$ cat src/rtl/fvng_pkg.sv
// ----------------------------------------------------------------------------
// fvng_pkg: shared types and constants of the four-voice note gate trigger
// Request and note formats, command and source codes, register reset values.
// ----------------------------------------------------------------------------
package fvng_pkg;

	localparam int VOICE_COUNT_DEF = 4;
	localparam int CFG_IDX_W       = 3;
	localparam int CFG_DATA_W      = 32;

	localparam logic [7:0] NO_PITCH = 8'hFF;

	localparam logic [7:0]  RST_SOURCES   = 8'd0;
	localparam logic [31:0] RST_PERIOD    = 32'd3072000;
	localparam logic [12:0] RST_BLOCK_LEN = 13'd512;
	localparam logic [15:0] RST_JOY_THR   = 16'd3277;
	localparam logic [16:0] RST_DENSITY   = 17'd32768;

	typedef enum logic [CFG_IDX_W-1:0] {
		CFG_SOURCES   = 3'd0,
		CFG_PERIOD    = 3'd1,
		CFG_BLOCK_LEN = 3'd2,
		CFG_JOY_THR   = 3'd3,
		CFG_DENSITY   = 3'd4
	} cfg_idx_t;

	typedef enum logic [1:0] {
		CMD_PAD      = 2'd0,
		CMD_TRIG_ALL = 2'd1,
		CMD_BLOCK    = 2'd2,
		CMD_CLEAR    = 2'd3
	} cmd_t;

	typedef enum logic [1:0] {
		SRC_PAD  = 2'd0,
		SRC_JOY  = 2'd1,
		SRC_RND  = 2'd2,
		SRC_NONE = 2'd3
	} src_t;

	typedef struct packed {
		logic [1:0]         cmd;
		logic [1:0]         voice;
		logic               pad_down;
		logic signed [15:0] joy_x;
		logic signed [15:0] joy_y;
		logic [31:0]        held_pitches;
		logic [63:0]        random_draws;
	} gate_req_t;

	typedef struct packed {
		logic [1:0] note_voice;
		logic [6:0] note_pitch;
		logic       note_is_on;
		logic       last_event;
	} note_t;

	// per-voice context handed to the voice evaluator
	typedef struct packed {
		src_t        src;
		logic [7:0]  held;
		logic [15:0] draw;
		logic        pad_held;
	} voice_ctx_t;

	typedef struct packed {
		logic       gate;
		logic [7:0] sound;
		logic [7:0] joyp;
		logic       pad_rising;
	} voice_st_t;

	typedef struct packed {
		logic        all;
		logic        moved;
		logic        fired;
		logic [16:0] density;
	} blk_ctl_t;

	typedef struct packed {
		logic       valid;
		logic [6:0] pitch;
		logic       is_on;
	} voice_ev_t;

	typedef struct packed {
		voice_ev_t e0;
		voice_ev_t e1;
	} voice_evt_t;

endpackage

$ cat src/rtl/fvng_mod_unit.sv
// ----------------------------------------------------------------------------
// fvng_mod_unit: bit-serial remainder unit
// Restoring remainder of a 33-bit dividend by a 32-bit divisor, one bit a cycle.
// ----------------------------------------------------------------------------
module fvng_mod_unit import fvng_pkg::*; (
	input  logic        clk,
	input  logic        arst_n,
	input  logic        start,
	input  logic [32:0] dividend,
	input  logic [31:0] divisor,
	output logic        done,
	output logic [31:0] rem
);

	localparam int STEPS = 33;
	localparam int CNT_W = $clog2(STEPS);

	logic             busy_q;
	logic             done_q;
	logic [CNT_W-1:0] cnt_q;
	logic [32:0]      dvd_q;
	logic [31:0]      rem_q;
	logic [32:0]      trial;
	logic [32:0]      diff;
	logic             ge;

	// shift in the next dividend bit, subtract when the partial remainder fits
	assign trial = {rem_q, dvd_q[32]};
	assign ge    = trial >= {1'b0, divisor};
	assign diff  = trial - {1'b0, divisor};

	always_ff @(posedge clk or negedge arst_n) begin
		if (!arst_n) begin
			busy_q <= 1'b0;
			done_q <= 1'b0;
			cnt_q  <= '0;
		end else begin
			done_q <= 1'b0;
			if (start) begin
				busy_q <= 1'b1;
				cnt_q  <= CNT_W'(STEPS - 1);
			end else if (busy_q) begin
				if (cnt_q == '0) begin
					busy_q <= 1'b0;
					done_q <= 1'b1;
				end else begin
					cnt_q <= cnt_q - 1'b1;
				end
			end
		end
	end

	always_ff @(posedge clk) begin
		if (start) begin
			rem_q <= '0;
			dvd_q <= dividend;
		end else if (busy_q) begin
			rem_q <= ge ? diff[31:0] : trial[31:0];
			dvd_q <= {dvd_q[31:0], 1'b0};
		end
	end

	assign done = done_q;
	assign rem  = rem_q;

endmodule

$ cat src/rtl/fvng_voice_eval.sv
// ----------------------------------------------------------------------------
// fvng_voice_eval: gate decision for one voice
// Picks the voice's source action and yields its next state and up to two events.
// ----------------------------------------------------------------------------
module fvng_voice_eval import fvng_pkg::*; (
	input  voice_ctx_t ctx,
	input  voice_st_t  cur,
	input  blk_ctl_t   blk,
	output voice_st_t  nxt,
	output voice_evt_t evt
);

	logic trig;
	logic held_ok;
	logic sound_ok;
	logic joyp_ok;

	assign held_ok  = !ctx.held[7];
	assign sound_ok = !cur.sound[7];
	assign joyp_ok  = !cur.joyp[7];

	always_comb begin
		nxt  = cur;
		evt  = '0;
		trig = 1'b0;
		if (blk.all) begin
			trig = 1'b1;
		end else begin
			case (ctx.src)
				SRC_PAD: begin
					nxt.pad_rising = 1'b0;
					if (cur.pad_rising) begin
						trig = 1'b1;
					end else if (!ctx.pad_held && cur.gate && sound_ok) begin
						evt.e0   = '{valid: 1'b1, pitch: cur.sound[6:0], is_on: 1'b0};
						nxt.gate  = 1'b0;
						nxt.sound = NO_PITCH;
					end
				end
				SRC_JOY: begin
					if (blk.moved) begin
						if (!cur.gate) begin
							if (held_ok) begin
								evt.e0    = '{valid: 1'b1, pitch: ctx.held[6:0], is_on: 1'b1};
								nxt.gate  = 1'b1;
								nxt.sound = ctx.held;
							end
							nxt.joyp = ctx.held;
						end else if (ctx.held != cur.joyp) begin
							// legato: new note on before the old note off
							if (held_ok) begin
								evt.e0    = '{valid: 1'b1, pitch: ctx.held[6:0], is_on: 1'b1};
								nxt.gate  = 1'b1;
								nxt.sound = ctx.held;
							end
							if (joyp_ok) begin
								evt.e1 = '{valid: 1'b1, pitch: cur.joyp[6:0], is_on: 1'b0};
							end
							nxt.joyp = ctx.held;
						end
					end
				end
				SRC_RND: begin
					if (blk.fired && ({1'b0, ctx.draw} < blk.density)) begin
						trig = 1'b1;
					end
				end
				default: begin
				end
			endcase
		end
		if (trig) begin
			if (cur.gate && sound_ok) begin
				evt.e0    = '{valid: 1'b1, pitch: cur.sound[6:0], is_on: 1'b0};
				nxt.gate  = 1'b0;
				nxt.sound = NO_PITCH;
			end
			if (held_ok) begin
				evt.e1    = '{valid: 1'b1, pitch: ctx.held[6:0], is_on: 1'b1};
				nxt.gate  = 1'b1;
				nxt.sound = ctx.held;
			end
		end
	end

endmodule

$ cat src/rtl/four_voice_note_gate_trigger_core.sv
// ----------------------------------------------------------------------------
// four_voice_note_gate_trigger_core: four-voice note gate controller
// Pad, joystick and random-clock gates per voice, emitting note on/off events.
// ----------------------------------------------------------------------------
// Pad change, trigger all and clear gates are taken in idle, the only state
// in which requests are ready. A block runs the joystick and check states,
// waits on the bit-serial remainder unit when the random clock wraps, then
// each voice; its events leave a buffer at one per cycle unless output stalls.
// Reset (arst_n low) clears gates, pitches, pad state, phase, joystick history
// and loads the register defaults.
module four_voice_note_gate_trigger_core import fvng_pkg::*; #(
	parameter int VOICE_COUNT = VOICE_COUNT_DEF
) (
	input  logic                  clk,
	input  logic                  arst_n,
	input  logic                  cfg_valid,
	output logic                  cfg_ready,
	input  logic [CFG_IDX_W-1:0]  cfg_index,
	input  logic [CFG_DATA_W-1:0] cfg_data,
	input  logic                  req_valid,
	output logic                  req_ready,
	input  gate_req_t             req,
	output logic                  note_valid,
	input  logic                  note_ready,
	output note_t                 note
);

	localparam int VW       = (VOICE_COUNT > 1) ? $clog2(VOICE_COUNT) : 1;
	localparam int VXW      = VW + 2;
	localparam int EV_DEPTH = 2 * VOICE_COUNT;
	localparam int IW       = $clog2(EV_DEPTH);
	localparam int CW       = $clog2(EV_DEPTH + 1);

	typedef enum logic [5:0] {
		ST_IDLE  = 6'b000001,
		ST_JOY   = 6'b000010,
		ST_CHK   = 6'b000100,
		ST_MOD   = 6'b001000,
		ST_VOICE = 6'b010000,
		ST_DRAIN = 6'b100000
	} state_t;

	state_t state_q;

	logic [7:0]  sources_q;
	logic [31:0] period_q;
	logic [12:0] block_len_q;
	logic [15:0] joy_thr_q;
	logic [16:0] density_q;

	logic [VOICE_COUNT-1:0] gate_q;
	logic [VOICE_COUNT-1:0] pad_held_q;
	logic [VOICE_COUNT-1:0] pad_rising_q;
	logic [7:0]             sound_q [VOICE_COUNT];
	logic [7:0]             joyp_q  [VOICE_COUNT];
	logic                   pend_q;
	logic [31:0]            phase_q;
	logic signed [15:0]     prev_x_q;
	logic signed [15:0]     prev_y_q;

	logic               all_q;
	logic               moved_q;
	logic               fired_q;
	logic [VW-1:0]      vi_q;
	logic [CW-1:0]      ev_cnt_q;
	logic [CW-1:0]      rd_q;
	logic               note_valid_q;

	logic signed [15:0] jx_q;
	logic signed [15:0] jy_q;
	logic [31:0]        pitches_q;
	logic [63:0]        draws_q;
	logic [32:0]        sum_q;
	note_t              evbuf_q [EV_DEPTH];
	note_t              note_q;

	logic               req_acc;
	logic signed [16:0] dx;
	logic signed [16:0] dy;
	logic [16:0]        ax;
	logic [16:0]        ay;
	logic [16:0]        mag;
	logic               fire;
	logic               mod_start;
	logic               mod_done;
	logic [31:0]        mod_rem;

	logic [VXW-1:0] vx;
	logic [1:0]     lane;
	logic           in_range;
	logic [7:0]     raw_pitch;
	voice_ctx_t     ctx;
	voice_st_t      cur;
	voice_st_t      nxt;
	blk_ctl_t       blk;
	voice_evt_t     evt;
	logic [CW-1:0]  cnt_nxt;
	logic [IW-1:0]  idx0;
	logic [IW-1:0]  idx1;
	logic           last_voice;
	logic [CW-1:0]  rd_inc;
	logic           load;
	note_t          rd_note;
	logic [VOICE_COUNT-1:0] sound_ok;

	assign req_ready = (state_q == ST_IDLE);
	assign cfg_ready = (state_q == ST_IDLE);
	assign req_acc   = req_valid && req_ready;

	// joystick: Chebyshev distance against the previous position
	assign dx  = {jx_q[15], jx_q} - {prev_x_q[15], prev_x_q};
	assign dy  = {jy_q[15], jy_q} - {prev_y_q[15], prev_y_q};
	assign ax  = dx[16] ? 17'(-dx) : 17'(dx);
	assign ay  = dy[16] ? 17'(-dy) : 17'(dy);
	assign mag = (ax > ay) ? ax : ay;

	assign fire      = (period_q != '0) && (sum_q >= {1'b0, period_q});
	assign mod_start = (state_q == ST_CHK) && fire;

	fvng_mod_unit u_mod (
		.clk      (clk),
		.arst_n   (arst_n),
		.start    (mod_start),
		.dividend (sum_q),
		.divisor  (period_q),
		.done     (mod_done),
		.rem      (mod_rem)
	);

	// voice context at the current voice index
	assign vx        = VXW'(vi_q);
	assign lane      = vx[1:0];
	assign in_range  = vx < VXW'(4);
	assign raw_pitch = pitches_q[{lane, 3'b000} +: 8];

	always_comb begin
		ctx.src      = in_range ? src_t'(sources_q[{lane, 1'b0} +: 2]) : SRC_NONE;
		ctx.held     = (in_range && !raw_pitch[7]) ? raw_pitch : NO_PITCH;
		ctx.draw     = draws_q[{lane, 4'b0000} +: 16];
		ctx.pad_held = pad_held_q[vi_q];
		cur.gate       = gate_q[vi_q];
		cur.sound      = sound_q[vi_q];
		cur.joyp       = joyp_q[vi_q];
		cur.pad_rising = pad_rising_q[vi_q];
		blk.all     = all_q;
		blk.moved   = moved_q;
		blk.fired   = fired_q;
		blk.density = density_q;
	end

	fvng_voice_eval u_voice (
		.ctx (ctx),
		.cur (cur),
		.blk (blk),
		.nxt (nxt),
		.evt (evt)
	);

	assign cnt_nxt    = ev_cnt_q + CW'(evt.e0.valid) + CW'(evt.e1.valid);
	assign idx0       = ev_cnt_q[IW-1:0];
	assign idx1       = IW'(ev_cnt_q + 1'b1);
	assign last_voice = (vi_q == VW'(VOICE_COUNT - 1));
	assign rd_inc     = CW'(rd_q + 1'b1);
	assign load       = (state_q == ST_DRAIN) && (rd_q != ev_cnt_q)
	                    && (!note_valid_q || note_ready);
	assign rd_note    = evbuf_q[rd_q[IW-1:0]];

	always_ff @(posedge clk or negedge arst_n) begin
		if (!arst_n) begin
			state_q      <= ST_IDLE;
			sources_q    <= RST_SOURCES;
			period_q     <= RST_PERIOD;
			block_len_q  <= RST_BLOCK_LEN;
			joy_thr_q    <= RST_JOY_THR;
			density_q    <= RST_DENSITY;
			gate_q       <= '0;
			pad_held_q   <= '0;
			pad_rising_q <= '0;
			for (int v = 0; v < VOICE_COUNT; v++) begin
				sound_q[v] <= NO_PITCH;
				joyp_q[v]  <= NO_PITCH;
			end
			pend_q       <= 1'b0;
			phase_q      <= '0;
			prev_x_q     <= '0;
			prev_y_q     <= '0;
			all_q        <= 1'b0;
			moved_q      <= 1'b0;
			fired_q      <= 1'b0;
			vi_q         <= '0;
			ev_cnt_q     <= '0;
			rd_q         <= '0;
			note_valid_q <= 1'b0;
		end else begin
			if (cfg_valid && cfg_ready) begin
				case (cfg_index)
					CFG_SOURCES:   sources_q   <= cfg_data[7:0];
					CFG_PERIOD:    period_q    <= cfg_data[31:0];
					CFG_BLOCK_LEN: block_len_q <= cfg_data[12:0];
					CFG_JOY_THR:   joy_thr_q   <= cfg_data[15:0];
					CFG_DENSITY:   density_q   <= cfg_data[16:0];
					default: begin
					end
				endcase
			end

			case (state_q)
				ST_IDLE: begin
					if (req_acc) begin
						case (cmd_t'(req.cmd))
							CMD_PAD: begin
								// latch the rising edge until a block consumes it on a pad voice
								for (int v = 0; v < VOICE_COUNT; v++) begin
									if (int'(req.voice) == v) begin
										pad_held_q[v] <= req.pad_down;
										if (req.pad_down && !pad_held_q[v]) begin
											pad_rising_q[v] <= 1'b1;
										end
									end
								end
							end
							CMD_TRIG_ALL: pend_q <= 1'b1;
							CMD_BLOCK: state_q <= ST_JOY;
							CMD_CLEAR: begin
								gate_q       <= '0;
								pad_held_q   <= '0;
								pad_rising_q <= '0;
								for (int v = 0; v < VOICE_COUNT; v++) begin
									sound_q[v] <= NO_PITCH;
									joyp_q[v]  <= NO_PITCH;
								end
								pend_q <= 1'b0;
							end
							default: begin
							end
						endcase
					end
				end
				ST_JOY: begin
					moved_q  <= mag > {1'b0, joy_thr_q};
					prev_x_q <= jx_q;
					prev_y_q <= jy_q;
					all_q    <= pend_q;
					pend_q   <= 1'b0;
					state_q  <= ST_CHK;
				end
				ST_CHK: begin
					fired_q  <= fire;
					vi_q     <= '0;
					ev_cnt_q <= '0;
					if (fire) begin
						state_q <= ST_MOD;
					end else begin
						phase_q <= sum_q[31:0];
						state_q <= ST_VOICE;
					end
				end
				ST_MOD: begin
					if (mod_done) begin
						phase_q <= mod_rem;
						state_q <= ST_VOICE;
					end
				end
				ST_VOICE: begin
					for (int v = 0; v < VOICE_COUNT; v++) begin
						if (int'(vi_q) == v) begin
							gate_q[v]       <= nxt.gate;
							sound_q[v]      <= nxt.sound;
							joyp_q[v]       <= nxt.joyp;
							pad_rising_q[v] <= nxt.pad_rising;
						end
					end
					ev_cnt_q <= cnt_nxt;
					if (last_voice) begin
						rd_q    <= '0;
						state_q <= (cnt_nxt == '0) ? ST_IDLE : ST_DRAIN;
					end else begin
						vi_q <= vi_q + 1'b1;
					end
				end
				ST_DRAIN: begin
					if (load) begin
						rd_q <= rd_inc;
						if (rd_inc == ev_cnt_q) begin
							state_q <= ST_IDLE;
						end
					end
				end
				default: state_q <= ST_IDLE;
			endcase

			if (load) begin
				note_valid_q <= 1'b1;
			end else if (note_ready) begin
				note_valid_q <= 1'b0;
			end
		end
	end

	always_ff @(posedge clk) begin
		if (req_acc) begin
			jx_q      <= req.joy_x;
			jy_q      <= req.joy_y;
			pitches_q <= req.held_pitches;
			draws_q   <= req.random_draws;
		end
		if (state_q == ST_JOY) begin
			sum_q <= {1'b0, phase_q} + 33'({block_len_q, 8'h00});
		end
		if (state_q == ST_VOICE) begin
			if (evt.e0.valid) begin
				evbuf_q[idx0] <= '{note_voice: lane, note_pitch: evt.e0.pitch,
				                   note_is_on: evt.e0.is_on, last_event: 1'b0};
			end
			if (evt.e1.valid) begin
				evbuf_q[evt.e0.valid ? idx1 : idx0] <= '{note_voice: lane,
				                   note_pitch: evt.e1.pitch,
				                   note_is_on: evt.e1.is_on, last_event: 1'b0};
			end
		end
		if (load) begin
			note_q <= '{note_voice: rd_note.note_voice, note_pitch: rd_note.note_pitch,
			            note_is_on: rd_note.note_is_on, last_event: (rd_inc == ev_cnt_q)};
		end
	end

	assign note_valid = note_valid_q;
	assign note       = note_q;

	for (genvar g = 0; g < VOICE_COUNT; g++) begin : g_sound_ok
		assign sound_ok[g] = !sound_q[g][7];
	end

	a_ev_bound: assert property (@(posedge clk) disable iff (!arst_n)
		ev_cnt_q <= CW'(EV_DEPTH))
		else $error("event count exceeds buffer depth");

	a_drain_ptr: assert property (@(posedge clk) disable iff (!arst_n)
		(state_q == ST_DRAIN) |-> (rd_q < ev_cnt_q))
		else $error("drain pointer past event count");

	a_gate_pitch: assert property (@(posedge clk) disable iff (!arst_n)
		gate_q == sound_ok)
		else $error("open gate without sounding pitch");

	a_mod_done: assert property (@(posedge clk) disable iff (!arst_n)
		mod_done |-> (state_q == ST_MOD))
		else $error("remainder done outside its wait state");

endmodule

$ cat config.mk
export PLATFORM = sky130hd
export DESIGN_NAME = four_voice_note_gate_trigger_core
export DESIGN_NICKNAME = d
export VERILOG_FILES = /design/src/rtl/fvng_pkg.sv /design/src/rtl/fvng_mod_unit.sv /design/src/rtl/fvng_voice_eval.sv /design/src/rtl/four_voice_note_gate_trigger_core.sv
export SDC_FILE = /design/constraint.sdc
export NUM_CORES = 1
export LEC_CHECK = 0
export BUFFER_PORTS_ARGS = -buffer_cell sky130_fd_sc_hd__buf_2
export CORE_MARGIN = 2
export CORE_UTILIZATION = 40
export DETAILED_ROUTE_END_ITERATION = 7
export HOLD_SLACK_MARGIN = 0.08
export PLACE_DENSITY_LB_ADDON = 0.08
export SYNTH_ARGS = -nofsm -noshare
export SYNTH_HDL_FRONTEND = slang
export SYNTH_HIERARCHICAL = 1
export SYNTH_SLANG_ARGS = --single-unit
$ cat constraint.sdc
create_clock -name clk -period 10.75 [get_ports clk]
set_input_delay 0.5375 -clock clk [delete_from_list [all_inputs] [get_ports clk]]
set_output_delay 0.5375 -clock clk [all_outputs]
set_load 0.02 [all_outputs]
=== Yosys cells after proc, flatten, opt, wreduce, memory -nomap -nowiden ===
Memory sizes are Yosys's and may differ from the RTL's. A register that Yosys moved wholly into a read port is not among the register bits.
Index checks and enable logic that the tools add are counted.

* $add $sub $neg: 12
* $mul: 0
* Divide/modulo/power cells: 0
* $lt $le $gt $ge: 8
* Equal/unequal tests: 53
* Shift operators: 3
* Muxes and demuxes: 130
* Bitwise logic cells: 1
* Reductions and logical operators: 63

{| class="wikitable"
|+ Operators by type and width
! operator !! count
|-
| case mux 32 bit (2 select lines) || 3
|-
| two-way mux 32 bit || 5
|-
| two-way mux 9 bit || 15
|-
| two-way mux 8 bit || 15
|-
| two-way mux 17 bit || 6
|-
| two-way mux 18 bit || 5
|-
| greater-or-equal comparator 33 x 32 -> 1 bit || 2
|-
| two-way mux 33 bit || 2
|-
| indexed part select 64 x 7 -> 16 bit || 1
|-
| two-way mux 6 bit || 10
|-
| case mux 4 bit (2 select lines) || 6
|-
| two-way mux 1 bit || 42
|-
| case mux 6 bit (6 select lines) || 1
|-
| case mux 9 bit (2 select lines) || 2
|-
| negation 17 bit || 2
|-
| subtractor 16 x 16 -> 17 bit || 2
|-
| adder 32 x 21 -> 33 bit || 1
|-
| binary-select mux 8 bit (select 2 bit) || 2
|-
| AND reduction 4 bit || 8
|-
| nonzero test 32 bit || 1
|-
| indexed part select 32 x 6 -> 8 bit || 1
|-
| subtractor 32 bit || 1
|-
| AND reduction 6 bit || 5
|-
| inequality test 2 bit (second input constant) || 13
|-
| other kinds (46) || 119
|}

* Register bits after elaboration: 482
* Bits in latches: 0
* Memory bits (writable): 80
* ROM bits: 0
* Bits of input ports: 173
* Word-level logic and storage cells: 319
* Memories kept: 1

{| class="wikitable"
|+ Memories
! memory !! depth !! width !! read ports !! clocked after memory_dff !! wr ports !! line !! RTL
|-
| evbuf_q || 8 || 10 || 1 || 1 || 2 || four_voice_note_gate_trigger_core.sv:74 || <nowiki>note_t evbuf_q [EV_DEPTH];</nowiki>
|}

=== Depth between registers and ports, before layout ===
* Depth in word-level cells: 18
* Mapped depth: 33

=== Hierarchy ===
The synthesis kept the hierarchy.

{| class="wikitable"
|+ By module, submodules not included
! module !! times used !! cells each !! area an instance (sq um) !! sequential area each (sq um)
|-
| four_voice_note_gate_trigger_core || 1 || 2096 || 25494.5 || 13849.5
|-
| fvng_mod_unit || 1 || 558 || 5178.7 || 1831.8
|-
| fvng_voice_eval || 1 || 126 || 950.9 || 0.0
|}

=== Worst setup path after synthesis ===
No wires, ideal clock.

* Path type: reg-to-reg
* Start: register prev_x_q[0]
* End: register moved_q
* Data arrival time: 6.201 ns
* Required time: 10.629 ns
* Setup slack: 4.428 ns
* Stages on the path, launching flop included: 33
* Buffers on the path: 2
* Period minus slack after synthesis: 6.322 ns
* Cells stage by stage: dfrtp_1 -> ha_1 -> fa_1 -> nor2b_1 -> o211ai_1 -> a211oi_1 -> o31ai_2 -> o31ai_1 -> buf_2 -> nor2_1 -> xor2_1 -> inv_1 -> ha_1 -> nand3_1 -> o21bai_1 -> a21oi_1 -> o31a_1 -> o21ai_0 -> a21oi_1 -> nor2_1 -> nor2_1 -> buf_2 -> mux2i_1 -> ha_1 -> a21o_1 -> a21o_1 -> a21oi_1 -> nor2b_1 -> o211ai_1 -> a21boi_0 -> or3_1 -> a41o_1 -> o22a_1

* Longest elaborated chain between the ends: 6

{| class="wikitable"
|+ Ends and longest elaborated chain
! item !! line !! RTL
|-
| start, declared || four_voice_note_gate_trigger_core.sv:58 || <nowiki>logic signed [15:0] prev_x_q;</nowiki>
|-
| start signal, assigned || four_voice_note_gate_trigger_core.sv:241 || <nowiki>prev_x_q <= jx_q;</nowiki>
|-
| subtractor 16 x 16 -> 17 bit * || four_voice_note_gate_trigger_core.sv:111 || <nowiki>assign dx = {jx_q[15], jx_q} - {prev_x_q[15], prev_x_q};</nowiki>
|-
| negation 17 bit || four_voice_note_gate_trigger_core.sv:113 || <nowiki>assign ax = dx[16] ? 17'(-dx) : 17'(dx);</nowiki>
|-
| two-way mux 17 bit * || four_voice_note_gate_trigger_core.sv:113 ||
|-
| greater-than comparator 17 bit || four_voice_note_gate_trigger_core.sv:115 || <nowiki>assign mag = (ax > ay) ? ax : ay;</nowiki>
|-
| two-way mux 17 bit * || four_voice_note_gate_trigger_core.sv:115 ||
|-
| greater-than comparator 17 x 16 -> 1 bit * || four_voice_note_gate_trigger_core.sv:240 || <nowiki>moved_q <= mag > {1'b0, joy_thr_q};</nowiki>
|-
| end signal, assigned || four_voice_note_gate_trigger_core.sv:240 ||
|-
| end, declared || four_voice_note_gate_trigger_core.sv:62 || <nowiki>logic moved_q;</nowiki>
|}

Every way passes the cells marked *; elsewhere a longest branch is shown, timed or not.
A chain may end at the register's enable or synchronous reset.

=== Worst setup path after layout ===
Ends and elaborated chain as after synthesis.

==> results.json <==
{
  "outcome": "finished, final reports clean",
  "cts_buffers": 68,
  "numPortBuffers": 186,
  "routedWlPerCell_um": 20.2,
  "critPathCaptureType": "flop",
  "place_hpwl_um": 58100,
  "setup_ws_ns": 3.56,
  "drc": 0,
  "setup-tns-final_ns": 0,
  "grt_pass1_vias": 23114,
  "gp_congestion": 0.863,
  "die_w_um": 285,
  "core-area_um2": 78600,
  "grt_max_degree": 87,
  "path_class": "reg2reg",
  "fmax_mhz": 139,
  "synth_top_cell_by_area": "edfxtp_1",
  "grt_pass1_wl_um": 132000,
  "synth_top_area_frac": 0.271,
  "cts_setup_buffers": 0,
  "drtPass1Iterations": 5,
  "ios": 187,
  "drive_above_1_share": 0.231,
  "die-height_um": 285,
  "ant_nets": 0,
  "synth-main-ff-cell": "edfxtp_1",
  "synth-edff-count": 285,
  "yosysSeqAreaShare": 0.496,
  "synth.top_cells.by_count": "edfxtp_1 (285), nand2_1 (257), nor2_1 (206)",
  "clock_path_buffers": 3,
  "async_flop_share": 0.446,
  "crit_fanout": 9,
  "postSynthNetCount": 3126,
  "netlist_instances": 2780,
  "rows": 103,
  "setup_violations": 0,
  "antenna_found_initial": 10,
  "h-tree-depth": 3,
  "syn_area_um2": 31600,
  "cts.clk_slew.worst_paths_ns": 0.05,
  "cts_tree": "yes",
  "wl_um": 84000,
  "fin_hold_ws_ns": 0.113,
  "nets": 3403,
  "synth_warnings": 6,
  "crit_slowest_cell": "nor2_1",
  "fin_skew_ns": 0.0422,
  "max-cap-violations": 0,
  "synth.avg_cell_area_um2": 11.4,
  "start_kind": "flop",
  "crit_arrival_ns": 7.67,
  "relSlewSlack": 0.0634,
  "power_density_nw_per_um2": 302,
  "place_ws_ns": 3.56,
  "synth_most_common_cell": "edfxtp_1",
  "ys_ff_latch": 572,
  "period_minus_slack_ns": 7.19,
  "fin_util": 0.469,
  "tightest_slew_ns": 1.39,
  "clock_latency_ns": 0.63,
  "overflow": 0,
  "vdd_drop_max_mv": 0.227,
  "min_period_over_period": 0.668,
  "hold_viol": 0,
  "maxSlewViolCount": 0,
  "rsz0062_at_grt": "false",
  "root_buffer": "clkbuf_16",
  "vias": 22406,
  "num_antenna_cells": 0,
  "post_drt_via_cell_ratio": 5.38,
  "synth_cell_type_count": 105,
  "crit_required_ns": 11.24,
  "area_growth_pct": 16.6,
  "synthTopCellsByArea": "edfxtp_1 (27%), dfrtp_1 (14%), dfstp_2 (6.7%), ha_1 (6.6%), mux2_2 (6.3%)",
  "initial_utilization": 0.402,
  "grt_usage": 0.206,
  "p_leak_nw": 14.8,
  "drtIter0Drc": 1386,
  "max_stage_delay_ns": 0.62,
  "cts_num_sinks": 572,
  "hold_path.class": "in2reg",
  "die_area_um2": 81300
}
==> routing by layer <==
| metal | wire, µm | GRT usage |
|---|---|---|
| met1 | 39300 | 0.287 |
| met5 | 69 | 0 |
| met4 | 1570 | 0.0476 |
| met2 | 38800 | 0.331 |
| met3 | 4200 | 0.0414 |
==> stage by stage <==
| step | power, mW | cell area, µm² | cells |
|---|---|---|---|
| final | 11.1 | 36900 | 4162 |
| after global routing | 12.1 | 36900 | 4162 |
| after CTS | 11.2 | 36900 | 4162 |
| after detailed placement | 8.85 | 33600 | 3934 |
| after global placement | 8.76 | 33600 | 3934 |
| after floorplan | 7.40 | 31600 | 2780 |
==> cell families after synthesis <==
| kind of cell | synth area share |
|---|---|
| AND/OR/NAND/NOR | 0.107 |
| AO/OA/AOI/OAI | 0.120 |
| flip-flops | 0.496 |
| multiplexers | 0.136 |
| buffers and inverters | 0.0388 |
| adder cells (fa/ha/maj) | 0.0696 |
| XOR/XNOR | 0.0324 |
==> layout by cell type, fill, tap and decap left out, types with 33 or more instances in the layout <==
cell type	n
mux2_2	178
nand3_1	51
dlygate4sd3_1	103
nand2_1	257
a21oi_1	168
clkbuf_16	70
nor2_1	201
edfxtp_1	285
inv_1	188
dfstp_2	81
mux4_2	65
xor2_1	63
a21o_1	39
mux2i_1	41
o21ai_0	135
xnor2_1	52
dfrtp_1	171
buf_2	185
a211oi_1	33
ha_1	168
==> final timing paths <==
check                                         from                     end  slack [ns]  cells past startpoint
setup / recovery           prev_x_q[0]$_DFFE_PN0N_     moved_q$_DFFE_PN0N_        3.56                     31
setup reg to reg           prev_x_q[0]$_DFFE_PN0N_     moved_q$_DFFE_PN0N_        3.56                     31
hold reg to reg             phase_q[5]$_DFFE_PN0P_      sum_q[5]$_DFFE_PN_        0.45                      0
max in group asynchronous                   arst_n     lane[0]$_DFFE_PN0P_        8.06                      4
hold / removal                            req[117]       jx_q[5]$_DFFE_PP_        0.11                      1
min in group asynchronous                   arst_n  note_valid$_DFFE_PN0P_        0.58                      2
==> state kept, by name, indices dropped and copies added, names as in the netlist, 17 cells and up <==
register / cells
sound_q: 32
pitches_q: 32
sum_q: 33
draws_q: 64
evbuf_q: 80
u_mod/rem: 32
joyp_q: 32
period_q: 32
density_q: 17
u_mod/dvd_q: 33
phase_q: 32
==> repair_timing <==
item | 4_1_cts | 5_1_grt
resized for setup | 0 | 0
hold buffers | 103 | 0
hold endpoints to repair | 151 | 0
==> worst max-delay path: cells and delay by family (launching register included) <==
family / cells / cell delay, ns
xor gates and xnor gates: 1 / 0.29
AOI/OAI and AO/OA: 17 / 3.07
muxes: 1 / 0.21
DFF: 1 / 0.37
and+or+nand+nor: 6 / 1.51
buffers and inverters: 2 / 0.41
adders and majority gates: 4 / 1.20
==> area by class of cell <==
type	count	area, µm²
Sequential cell	572	15700
Clock inverter	25	319
Inverter	192	722
Multi-Input combinational cell	1907	14800
Tap cell	1050	1310
Fill cell	7239	41700
Timing Repair Buffer	316	2170
Clock buffer	100	1880
==> power breakdown <==
group	leakage (nW)	switching (mW)	internal, mW
Combinational	7.80	3.25	2.36
Sequential	5.96	0.310	2.89
Clock	1.07	0.952	1.35
(Power assumes the default switching activity.)
